## src/rtl/gbt_pkg.sv

```systemverilog
package gbt_pkg;

	// node ids and counts
	localparam int NODE_W = 5;
	localparam int NODES  = 1 << NODE_W;
	localparam int CNT_W  = NODE_W + 1;

	// stream word widths
	localparam int OP_W        = 2;
	localparam int STATUS_W    = 2;
	localparam int TDATA_IN_W  = 16;
	localparam int TDATA_OUT_W = 16;

	typedef logic [NODE_W-1:0]   node_t;
	typedef logic [OP_W-1:0]     op_t;
	typedef logic [STATUS_W-1:0] status_t;

	// operation codes
	localparam op_t OP_ADD = 2'd0;
	localparam op_t OP_BFS = 2'd1;
	localparam op_t OP_DFS = 2'd2;
	localparam op_t OP_NOP = 2'd3;

	// result status codes
	localparam status_t ST_OK   = 2'd0;
	localparam status_t ST_SELF = 2'd1;
	localparam status_t ST_FULL = 2'd2;
	localparam status_t ST_BAD  = 2'd3;

	// controller to datapath
	typedef struct packed {
		logic load;
		logic set_bad;
		logic len_src;
		logic len_dst;
		logic wr_fwd;
		logic wr_rev;
		logic emit_result;
		logic init_trav;
		logic pop;
		logic read_len;
		logic emit_visit;
		logic scan;
		logic finish;
	} gbt_cmd_t;

	// datapath to controller
	typedef struct packed {
		op_t  op;
		logic dfs;
		logic trav_bad;
		logic wl_empty;
		logic out_free;
		logic scan_done;
		logic descend;
	} gbt_sts_t;

endpackage

```

## src/rtl/gbt_ctrl.sv

```systemverilog
module gbt_ctrl import gbt_pkg::*; (
	input  logic     clk,
	input  logic     arst_n,
	input  logic     s_tvalid,
	output logic     s_tready,
	input  gbt_sts_t sts,
	output gbt_cmd_t cmd
);

	localparam logic [3:0] S_IDLE       = 4'd0;
	localparam logic [3:0] S_DECODE     = 4'd1;
	localparam logic [3:0] S_E_SRC      = 4'd2;
	localparam logic [3:0] S_E_DST      = 4'd3;
	localparam logic [3:0] S_E_WR1      = 4'd4;
	localparam logic [3:0] S_E_WR2      = 4'd5;
	localparam logic [3:0] S_RESULT     = 4'd6;
	localparam logic [3:0] S_T_INIT     = 4'd7;
	localparam logic [3:0] S_POP        = 4'd8;
	localparam logic [3:0] S_LEN_VISIT  = 4'd9;
	localparam logic [3:0] S_LEN_RESUME = 4'd10;
	localparam logic [3:0] S_EMIT       = 4'd11;
	localparam logic [3:0] S_SCAN       = 4'd12;
	localparam logic [3:0] S_FINISH     = 4'd13;

	logic [3:0] state_q;
	logic [3:0] state_d;

	always_comb begin
		state_d  = state_q;
		cmd      = '0;
		s_tready = 1'b0;
		unique case (state_q)
			S_IDLE: begin
				s_tready = 1'b1;
				if (s_tvalid) begin
					cmd.load = 1'b1;
					state_d  = S_DECODE;
				end
			end
			S_DECODE: begin
				unique case (sts.op)
					OP_ADD: state_d = S_E_SRC;
					OP_BFS, OP_DFS: begin
						if (sts.trav_bad) begin
							cmd.set_bad = 1'b1;
							state_d     = S_RESULT;
						end else begin
							state_d = S_T_INIT;
						end
					end
					OP_NOP: state_d = S_IDLE;
				endcase
			end
			S_E_SRC: begin
				cmd.len_src = 1'b1;
				state_d     = S_E_DST;
			end
			S_E_DST: begin
				cmd.len_dst = 1'b1;
				state_d     = S_E_WR1;
			end
			S_E_WR1: begin
				cmd.wr_fwd = 1'b1;
				state_d    = S_E_WR2;
			end
			S_E_WR2: begin
				cmd.wr_rev = 1'b1;
				state_d    = S_RESULT;
			end
			S_RESULT: begin
				if (sts.out_free) begin
					cmd.emit_result = 1'b1;
					state_d         = S_IDLE;
				end
			end
			S_T_INIT: begin
				cmd.init_trav = 1'b1;
				state_d       = sts.dfs ? S_LEN_VISIT : S_POP;
			end
			S_POP: begin
				if (sts.wl_empty) begin
					state_d = S_FINISH;
				end else begin
					cmd.pop = 1'b1;
					state_d = sts.dfs ? S_LEN_RESUME : S_LEN_VISIT;
				end
			end
			S_LEN_VISIT: begin
				cmd.read_len = 1'b1;
				state_d      = S_EMIT;
			end
			S_LEN_RESUME: begin
				cmd.read_len = 1'b1;
				state_d      = S_SCAN;
			end
			S_EMIT: begin
				if (sts.out_free) begin
					cmd.emit_visit = 1'b1;
					state_d        = S_SCAN;
				end
			end
			S_SCAN: begin
				cmd.scan = 1'b1;
				if (sts.descend) begin
					state_d = S_LEN_VISIT;
				end else if (sts.scan_done) begin
					state_d = S_POP;
				end
			end
			S_FINISH: begin
				if (sts.out_free) begin
					cmd.finish = 1'b1;
					state_d    = S_IDLE;
				end
			end
			default: state_d = S_IDLE;
		endcase
	end

	always_ff @(posedge clk or negedge arst_n) begin
		if (!arst_n) begin
			state_q <= S_IDLE;
		end else begin
			state_q <= state_d;
		end
	end

endmodule

```

## src/rtl/gbt_datapath.sv

```systemverilog
module gbt_datapath import gbt_pkg::*; #(
	parameter int MAX_DEGREE = 8
) (
	input  logic             clk,
	input  logic             arst_n,
	input  gbt_cmd_t         cmd,
	output gbt_sts_t         sts,
	input  op_t              op,
	input  node_t            src_node,
	input  node_t            dst_node,
	input  logic             directed,
	input  node_t            start_node,
	input  logic             cfg_valid,
	input  logic [CNT_W-1:0] cfg_data,
	output logic             out_valid,
	input  logic             out_ready,
	output node_t            out_node,
	output node_t            out_depth,
	output logic             out_empty,
	output status_t          out_status,
	output logic             out_last
);

	localparam int IDX_W     = (MAX_DEGREE > 1) ? $clog2(MAX_DEGREE) : 1;
	localparam int LEN_W     = $clog2(MAX_DEGREE + 1);
	localparam int AW        = NODE_W + IDX_W;
	localparam int ADJ_DEPTH = NODES << IDX_W;
	localparam logic [LEN_W-1:0] LEN_FULL = LEN_W'(MAX_DEGREE);
	localparam logic [LEN_W-1:0] LEN_ONE  = LEN_W'(1);

	// item and register
	logic [CNT_W-1:0] nc_q;
	logic [CNT_W-1:0] nc;
	op_t              op_q;
	node_t            src_q;
	node_t            dst_q;
	logic             dir_q;
	node_t            start_q;
	status_t          status_q;
	status_t          edge_stat;
	logic             dfs;

	// adjacency lists
	node_t            adj_mem [ADJ_DEPTH];
	node_t            adj_rdata_s1;
	logic             adj_we;
	logic [AW-1:0]    adj_waddr;
	node_t            adj_wdata;
	logic [AW-1:0]    adj_raddr;
	logic [LEN_W-1:0] list_len_q [NODES];
	logic [LEN_W-1:0] len_rd;
	node_t            len_ra;
	logic [LEN_W-1:0] len_q;
	logic [LEN_W-1:0] len_b_q;
	logic             fwd_ok;
	logic             rev_ok;

	// traversal
	logic [NODES-1:0] seen_q;
	node_t            wl_node_q  [NODES];
	logic [LEN_W-1:0] wl_idx_q   [NODES];
	node_t            wl_depth_q [NODES];
	logic [CNT_W-1:0] head_q;
	logic [CNT_W-1:0] tail_q;
	logic [CNT_W-1:0] wl_ra;
	logic             wl_we;
	node_t            wl_wa;
	node_t            wl_wnode;
	logic [LEN_W-1:0] wl_widx;
	node_t            wl_wdepth;
	node_t            cur_node_q;
	node_t            cur_depth_q;
	logic [LEN_W-1:0] idx_q;
	logic [LEN_W-1:0] idx_s1;
	logic             rd_v_s1;
	node_t            nb;
	logic             found;
	logic             descend;
	logic             issue;

	// pending visit and output word
	logic             pend_valid_q;
	node_t            pend_node_q;
	node_t            pend_depth_q;
	logic             pend_empty_q;
	logic             out_valid_q;
	node_t            out_node_q;
	node_t            out_depth_q;
	logic             out_empty_q;
	status_t          out_status_q;
	logic             out_last_q;
	logic             out_free;

	always_comb begin
		priority if (nc_q == '0) begin
			nc = CNT_W'(1);
		end else if (nc_q > CNT_W'(NODES)) begin
			nc = CNT_W'(NODES);
		end else begin
			nc = nc_q;
		end
	end

	assign dfs = (op_q == OP_DFS);

	always_comb begin
		priority if ({1'b0, src_q} >= nc || {1'b0, dst_q} >= nc) begin
			edge_stat = ST_BAD;
		end else if (src_q == dst_q) begin
			edge_stat = ST_SELF;
		end else if (len_q == LEN_FULL || (!dir_q && len_b_q == LEN_FULL)) begin
			edge_stat = ST_FULL;
		end else begin
			edge_stat = ST_OK;
		end
	end

	assign fwd_ok = cmd.wr_fwd && (edge_stat == ST_OK);
	assign rev_ok = cmd.wr_rev && (status_q == ST_OK) && !dir_q;

	// single read port on the list lengths
	assign len_ra = cmd.len_dst ? dst_q : (cmd.len_src ? src_q : cur_node_q);
	assign len_rd = list_len_q[len_ra];

	// adjacency write and scan read
	always_comb begin
		adj_we    = fwd_ok || rev_ok;
		adj_waddr = {src_q, len_q[IDX_W-1:0]};
		adj_wdata = dst_q;
		if (rev_ok) begin
			adj_waddr = {dst_q, len_b_q[IDX_W-1:0]};
			adj_wdata = src_q;
		end
	end

	assign adj_raddr = {cur_node_q, idx_q[IDX_W-1:0]};
	assign nb        = adj_rdata_s1;
	assign found     = cmd.scan && rd_v_s1 && ({1'b0, nb} < nc) && !seen_q[nb];
	assign descend   = found && dfs;
	assign issue     = cmd.scan && (idx_q < len_q) && !descend;

	// work list: queue from head to tail, or stack of tail entries
	assign wl_ra = dfs ? (tail_q - CNT_W'(1)) : head_q;

	always_comb begin
		wl_we     = 1'b0;
		wl_wa     = tail_q[NODE_W-1:0];
		wl_wnode  = nb;
		wl_widx   = '0;
		wl_wdepth = cur_depth_q + NODE_W'(1);
		if (cmd.init_trav && !dfs) begin
			wl_we     = 1'b1;
			wl_wa     = '0;
			wl_wnode  = start_q;
			wl_wdepth = '0;
		end else if (found) begin
			wl_we = 1'b1;
			if (dfs) begin
				// parent resumes after the neighbour just taken
				wl_wnode  = cur_node_q;
				wl_widx   = idx_s1 + LEN_ONE;
				wl_wdepth = cur_depth_q;
			end
		end
	end

	assign out_free = !out_valid_q || out_ready;

	always_ff @(posedge clk) begin
		if (adj_we) begin
			adj_mem[adj_waddr] <= adj_wdata;
		end
		adj_rdata_s1 <= adj_mem[adj_raddr];
	end

	always_ff @(posedge clk or negedge arst_n) begin
		if (!arst_n) begin
			nc_q         <= CNT_W'(NODES);
			seen_q       <= '0;
			head_q       <= '0;
			tail_q       <= '0;
			rd_v_s1      <= 1'b0;
			pend_valid_q <= 1'b0;
			out_valid_q  <= 1'b0;
			for (int i = 0; i < NODES; i++) begin
				list_len_q[i] <= '0;
			end
		end else begin
			if (cfg_valid) begin
				nc_q <= cfg_data;
			end
			if (fwd_ok) begin
				list_len_q[src_q] <= len_q + LEN_ONE;
			end else if (rev_ok) begin
				list_len_q[dst_q] <= len_b_q + LEN_ONE;
			end
			rd_v_s1 <= issue;
			if (cmd.init_trav) begin
				// only the start node is marked
				seen_q <= NODES'(1) << start_q;
				head_q <= '0;
				tail_q <= dfs ? CNT_W'(0) : CNT_W'(1);
			end else if (cmd.pop) begin
				if (dfs) begin
					tail_q <= tail_q - CNT_W'(1);
				end else begin
					head_q <= head_q + CNT_W'(1);
				end
			end else if (found) begin
				seen_q[nb] <= 1'b1;
				tail_q     <= tail_q + CNT_W'(1);
			end
			if (cmd.emit_visit) begin
				pend_valid_q <= 1'b1;
			end else if (cmd.finish) begin
				pend_valid_q <= 1'b0;
			end
			if (cmd.emit_result || cmd.finish || (cmd.emit_visit && pend_valid_q)) begin
				out_valid_q <= 1'b1;
			end else if (out_ready) begin
				out_valid_q <= 1'b0;
			end
		end
	end

	always_ff @(posedge clk) begin
		if (cmd.load) begin
			op_q    <= op;
			src_q   <= src_node;
			dst_q   <= dst_node;
			dir_q   <= directed;
			start_q <= start_node;
		end
		if (cmd.set_bad) begin
			status_q <= ST_BAD;
		end else if (cmd.wr_fwd) begin
			status_q <= edge_stat;
		end
		if (cmd.len_src || cmd.read_len) begin
			len_q <= len_rd;
		end
		if (cmd.len_dst) begin
			len_b_q <= len_rd;
		end
		if (wl_we) begin
			wl_node_q[wl_wa]  <= wl_wnode;
			wl_idx_q[wl_wa]   <= wl_widx;
			wl_depth_q[wl_wa] <= wl_wdepth;
		end
		if (cmd.init_trav) begin
			cur_node_q  <= start_q;
			cur_depth_q <= '0;
			idx_q       <= '0;
		end else if (cmd.pop) begin
			cur_node_q  <= wl_node_q[wl_ra[NODE_W-1:0]];
			cur_depth_q <= wl_depth_q[wl_ra[NODE_W-1:0]];
			idx_q       <= wl_idx_q[wl_ra[NODE_W-1:0]];
		end else if (descend) begin
			cur_node_q  <= nb;
			cur_depth_q <= cur_depth_q + NODE_W'(1);
			idx_q       <= '0;
		end else if (issue) begin
			idx_q <= idx_q + LEN_ONE;
		end
		idx_s1 <= idx_q;
		if (cmd.emit_visit) begin
			pend_node_q  <= cur_node_q;
			pend_depth_q <= cur_depth_q;
			pend_empty_q <= (len_q == '0);
		end
		if (cmd.emit_result) begin
			out_node_q   <= '0;
			out_depth_q  <= '0;
			out_empty_q  <= 1'b0;
			out_status_q <= status_q;
			out_last_q   <= 1'b1;
		end else if (cmd.finish || (cmd.emit_visit && pend_valid_q)) begin
			out_node_q   <= pend_node_q;
			out_depth_q  <= pend_depth_q;
			out_empty_q  <= pend_empty_q;
			out_status_q <= ST_OK;
			out_last_q   <= cmd.finish;
		end
	end

	always_comb begin
		sts.op        = op_q;
		sts.dfs       = dfs;
		sts.trav_bad  = ({1'b0, start_q} >= nc);
		sts.wl_empty  = dfs ? (tail_q == '0) : (head_q == tail_q);
		sts.out_free  = out_free;
		sts.scan_done = (idx_q == len_q) && !rd_v_s1;
		sts.descend   = descend;
	end

	assign out_valid  = out_valid_q;
	assign out_node   = out_node_q;
	assign out_depth  = out_depth_q;
	assign out_empty  = out_empty_q;
	assign out_status = out_status_q;
	assign out_last   = out_last_q;

endmodule

```

## src/rtl/graph_bfs_dfs_traversal.sv

```systemverilog
// graph search engine: keeps one adjacency list per node (up to MAX_DEGREE
// neighbours, insertion order) and answers three kinds of input word, chosen
// by s_tuser: add edge, breadth-first search, depth-first search (preorder).
// an add-edge word reads both list lengths, writes the edge and, if it is
// accepted and undirected, its reverse, then waits for the output register
// and returns one status word. a search returns one word per reached node
// with its discovery depth and an empty-list flag, m_tlast on the final one;
// a bad start node returns a single status word. search time is set by the
// adjacency memory read port, one list slot per cycle while a node's list
// is scanned. one word is worked on at a time; s_tready comes back once the
// last result has entered the output register, even if that word is still
// waiting to be taken. node_count may be written at any time through cfg_*
// and is clamped to 1..32; list entries at or above it are skipped during a
// search
module graph_bfs_dfs_traversal import gbt_pkg::*; #(
	parameter int MAX_DEGREE = 8
) (
	input  logic                   clk,
	input  logic                   arst_n,
	// node_count register
	input  logic                   cfg_valid,
	output logic                   cfg_ready,
	input  logic [CNT_W-1:0]       cfg_data,
	// input words
	input  logic                   s_tvalid,
	output logic                   s_tready,
	input  logic [TDATA_IN_W-1:0]  s_tdata,  // src_node, dst_node, directed, start_node
	input  logic [OP_W-1:0]        s_tuser,  // op
	// result words
	output logic                   m_tvalid,
	input  logic                   m_tready,
	output logic [TDATA_OUT_W-1:0] m_tdata,  // visit_node, visit_depth, no_successors, zero pad
	output logic [STATUS_W-1:0]    m_tuser,  // status
	output logic                   m_tlast
);

	localparam int PAD_W = TDATA_OUT_W - 2 * NODE_W - 1;

	gbt_cmd_t cmd;
	gbt_sts_t sts;
	node_t    out_node;
	node_t    out_depth;
	logic     out_empty;

	// register writes never stall
	assign cfg_ready = 1'b1;

	gbt_ctrl u_ctrl (
		.clk      (clk),
		.arst_n   (arst_n),
		.s_tvalid (s_tvalid),
		.s_tready (s_tready),
		.sts      (sts),
		.cmd      (cmd)
	);

	// input word unpacked from the lowest bit up
	gbt_datapath #(
		.MAX_DEGREE (MAX_DEGREE)
	) u_datapath (
		.clk        (clk),
		.arst_n     (arst_n),
		.cmd        (cmd),
		.sts        (sts),
		.op         (s_tuser),
		.src_node   (s_tdata[NODE_W-1:0]),
		.dst_node   (s_tdata[2*NODE_W-1:NODE_W]),
		.directed   (s_tdata[2*NODE_W]),
		.start_node (s_tdata[3*NODE_W:2*NODE_W+1]),
		.cfg_valid  (cfg_valid),
		.cfg_data   (cfg_data),
		.out_valid  (m_tvalid),
		.out_ready  (m_tready),
		.out_node   (out_node),
		.out_depth  (out_depth),
		.out_empty  (out_empty),
		.out_status (m_tuser),
		.out_last   (m_tlast)
	);

	assign m_tdata = {{PAD_W{1'b0}}, out_empty, out_depth, out_node};

endmodule

```

## config.mk

```make
export PLATFORM = sky130hd
export DESIGN_NAME = graph_bfs_dfs_traversal
export DESIGN_NICKNAME = d
export VERILOG_FILES = /design/src/rtl/gbt_pkg.sv /design/src/rtl/gbt_ctrl.sv /design/src/rtl/gbt_datapath.sv /design/src/rtl/graph_bfs_dfs_traversal.sv
export SDC_FILE = /design/constraint.sdc
export NUM_CORES = 2
export LEC_CHECK = 0
export BUFFER_PORTS_ARGS = -buffer_cell sky130_fd_sc_hd__buf_2
export CAP_MARGIN = 0
export CORE_ASPECT_RATIO = 2
export CORE_MARGIN = 4
export CORE_UTILIZATION = 63
export CTS_CLUSTER_SIZE = 10
export DETAILED_ROUTE_END_ITERATION = 8
export GPL_TIMING_DRIVEN = 0
export PLACE_DENSITY = 0.79
export SLEW_MARGIN = 10
export SYNTH_ARGS = -nofsm -noshare
export SYNTH_HDL_FRONTEND = slang
export SYNTH_SLANG_ARGS = --single-unit
```

## constraint.sdc

```tcl
create_clock -name clk -period 19.11 [get_ports clk]
set_input_delay 1.911 -clock clk [delete_from_list [all_inputs] [get_ports clk]]
set_output_delay 1.911 -clock clk [all_outputs]
set_load 0.02 [all_outputs]
```

==> results.md <==
- Root buffer cell: clkbuf_16
- Tightest Pin Transition: 1.50 ns
- RD Place Congestion: 1.03
- Post-synth ARST share: 9.30%
- Worst endpoint required time: about 20 ns
- Critical path arrival: 6.83 ns
- Worst slew margin: less than 1%
- Final std cells w/o fill: slightly below 7000
- Place WS: roughly 13 ns
- Internal power: about 8.5 mW
- Share of the synthesized area in the top cell type: 64.9%
- Switching power: about 4.5 mW
- Share of total power in the clock network: roughly 29%
- Post-route DRC violation count: 0
- Synth Flop Type: edfxtp_1
- Peak VDD IR: 144 uV
- Total number of vias: 51800
- Hold Buf Count CTS: 0
- DRT Pass-1 Iters: 9
- Clk slew on worst S/H paths: approximately 0.060 ns
- WL/cell: 39.2 um
- Starting Density: between 60% and 70%
- Fin area: 0.0921 sq mm
- Syn avg cell area: between 15 and 20 sq um
- Outcome: finished with violations
- Die Y: about 520 um
- Post-route ant nets: 0
- Top cell type by total area after synthesis: edfxtp_1
- Syn Std Cell Area: 0.0820 sq mm
- Setup skew after layout: roughly 0.060 ns
- Die width: about 260 um
- Post-CTS setup buffers: 0
- Worst Path Class, Setup: flop to flop
- Worst-path maximum fanout: 10
- Largest net degree at the start of global routing: between 100 and 150
- Num CTS Buffers: between 200 and 250
- Clk_lat worst skew: 0.89 ns
- GRT Util Overall: 39.6%
- Synth Instances: ~4800
- # port buffers: 43
- Area growth from synthesis to layout: 12.3%
- CTS Sinks: 1989
- Violation count after the first detailed-routing iteration: between 7000 and 8000
- Dpl hpwl: between 150000 and 200000 um
- Post_cts resized: 0
- H-tree depth: 4
- Max Fclk: roughly 160 MHz
- Leak: 29.9 nW
- Synth area leaders: edfxtp_1 (65%), mux4_2 (13%), dfrtp_1 (5.6%)
- Vias in the first global route: between 50000 and 60000
- Flop pwr share: 40.8%
- First-pass GRT wire length: 382000 um
- Clock Path Buffers: 3
- I/O pin cnt: between 50 and 60
- Gate power share: 30.5%
- Commonest non-fill, non-tap cell in the layout: edfxtp_1
- Yosys Warn Count: 0
- CTS tree: built
- Seq/Total Area, Yosys: between 70% and 80%
- Post-synth EDFFs: 1772
- Final critical-path required period: 6.18 ns
- Placement-stage cell area: 0.0859 sq mm
- Final wirelength: between 200000 and 300000 um
- Switch share: between 30% and 40%
- Via density: 7.53
- Seq cells post-synth: roughly 2000
- Max-slew violations: 0
- RSZ-0062 raised after global routing: false
- Worst setup margin: around 13 ns
- Final net count: just over 5000
- Gr ovfl total: 0
- Initial antenna violation count: 11
- Die ar.: between 0.1 and 0.15 sq mm
- Core box area: approximately 0.13 sq mm
- Cell row count: between 150 and 200
- Startpoint class of the critical path: flop
- Commonest cells after routing, fill and taps aside: edfxtp_1 (1772), mux4_2 (457), nor2_1 (406), clkbuf_1 (262), nand2_1 (257)
- Total of max-cap violations: 1
- Period utilisation layout: 32.3%
- Hold Path Class: flop to flop
- Post-Route Utilization: 71.0%
- Failing checks: max-capacitance violations
- Power density over cell area: between 100 and 150 mW/mm^2
- Fin. Hold Viols: 0
- Final Setup Violations: 0
- Ratio of cells with drive above 1 in the final layout: between 10% and 20%
- Critical path capture point type: flop
- Cell variety after synth: 84
- Total placed cells including tap cells: between 6000 and 7000
## registers in the layout, summed over array words and instances (netlist names), 6 cells and up
name,cells
u_datapath.adj_mem,1280
u_datapath.wl_depth_q,160
u_datapath.wl_node_q,160
u_datapath.list_len_q,128
u_datapath.wl_idx_q,128
u_datapath.seen_q,32
u_datapath.head_q,6
u_datapath.nc_q,6
u_datapath.tail_q,6
## power groups by stage
stage                     combinational, mW  clock [mW]  sequential [mW]
after detailed placement               3.73           0             5.39
after floorplan                        2.18           0             5.41
after CTS                              3.79        3.74             5.30
after global placement                 3.53           0             5.53
final                                  3.98        3.75             5.32
after global routing                   4.05        3.92             5.32
## synth_stat cells (all sizes together), types with 12 or more instances
cell type / instances
a22oi: 84
or2: 12
buf: 90
dfxtp: 32
clkbuf: 216
mux2i: 90
nand3: 85
o31ai: 23
a21o: 44
nor3: 50
xnor2: 22
mux2: 24
inv: 29
o22ai: 61
o221ai: 40
nand2: 262
nor2: 447
o21ai: 111
ha: 37
edfxtp: 1772
a22o: 52
a221o: 41
a21oi: 151
or3: 16
nor2b: 25
nand2b: 28
and2: 49
nand4: 12
a221oi: 50
a211oi: 40
dfrtp: 184
mux4: 457
## through the flow
stage	TNS (ns)	hold slack, ns	power [mW]
after global placement	-1329.93	0.455	9.06
final	0	0.472	13.0
after global routing	0	0.490	13.3
after CTS	0	0.472	12.8
after detailed placement	0	0.460	9.12
after floorplan	0	0.352	7.59
## per-layer routing
metal | share of wire [%] | GRT usage [%]
met2 | 50 | 66.3
met3 | 10 | 9.84
met5 | 0.0089 | 0.0711
met4 | 12 | 35.0
met1 | 28 | 41.1
## worst paths after layout
kind,startpoint,slack (ns),to,depth (start not counted)
worst max register to register,u_datapath.idx_q[1]$_SDFFE_PP0P_,12.93,u_datapath.adj_rdata_s1[3]$_DFF_P_,9
max in group asynchronous,arst_n,17.05,u_datapath.seen_q[16]$_DFFE_PN0P_,2
worst max-delay path,u_datapath.idx_q[1]$_SDFFE_PP0P_,12.93,u_datapath.adj_rdata_s1[3]$_DFF_P_,9
min in group asynchronous,arst_n,1.08,u_datapath.list_len_q[113]$_DFFE_PN0P_,1
worst min-delay path,u_datapath.list_len_q[89]$_DFFE_PN0P_,0.47,u_datapath.list_len_q[89]$_DFFE_PN0P_,1
worst min register to register,u_datapath.list_len_q[89]$_DFFE_PN0P_,0.47,u_datapath.list_len_q[89]$_DFFE_PN0P_,1
## area by class of cell
| type | instances | area (sq um) |
|---|---|---|
| clock inverter | 16 | 449 |
| fill | 7705 | 37500 |
| sequential | 1989 | 58500 |
| buffer | 306 | 1300 |
| multi-input combinational | 2437 | 22400 |
| antenna | 12 | 30.0 |
| inverter | 31 | 116 |
| tap | 1701 | 2130 |
| clock buffer | 272 | 5650 |
| timing repair buffer | 117 | 1500 |
## critical path, cell delays in order (launching register included)
cell      delay, ns
dfxtp_1        0.52
clkbuf_1       0.63
clkbuf_1       0.71
clkbuf_1       0.92
clkbuf_1       1.03
mux4_2         0.43
a221oi_1       0.79
o22ai_1        0.37
o21ai_0        0.26
nand3_1        0.26
## cell families (layout without fill, tap and decap cells)
kind of cell,count (synthesis),count (layout),share of synthesized area [%]
compound gates,765,765,6.52
xor+xnor,32,32,0.342
fa+ha+maj,37,37,0.564
buf+inv,337,742,1.70
flops,1989,1989,71.3
mux,571,571,14.0
other cells,2,18,0.00916
simple gates,1026,1026,5.58
Power figures use the tool's default switching activity.
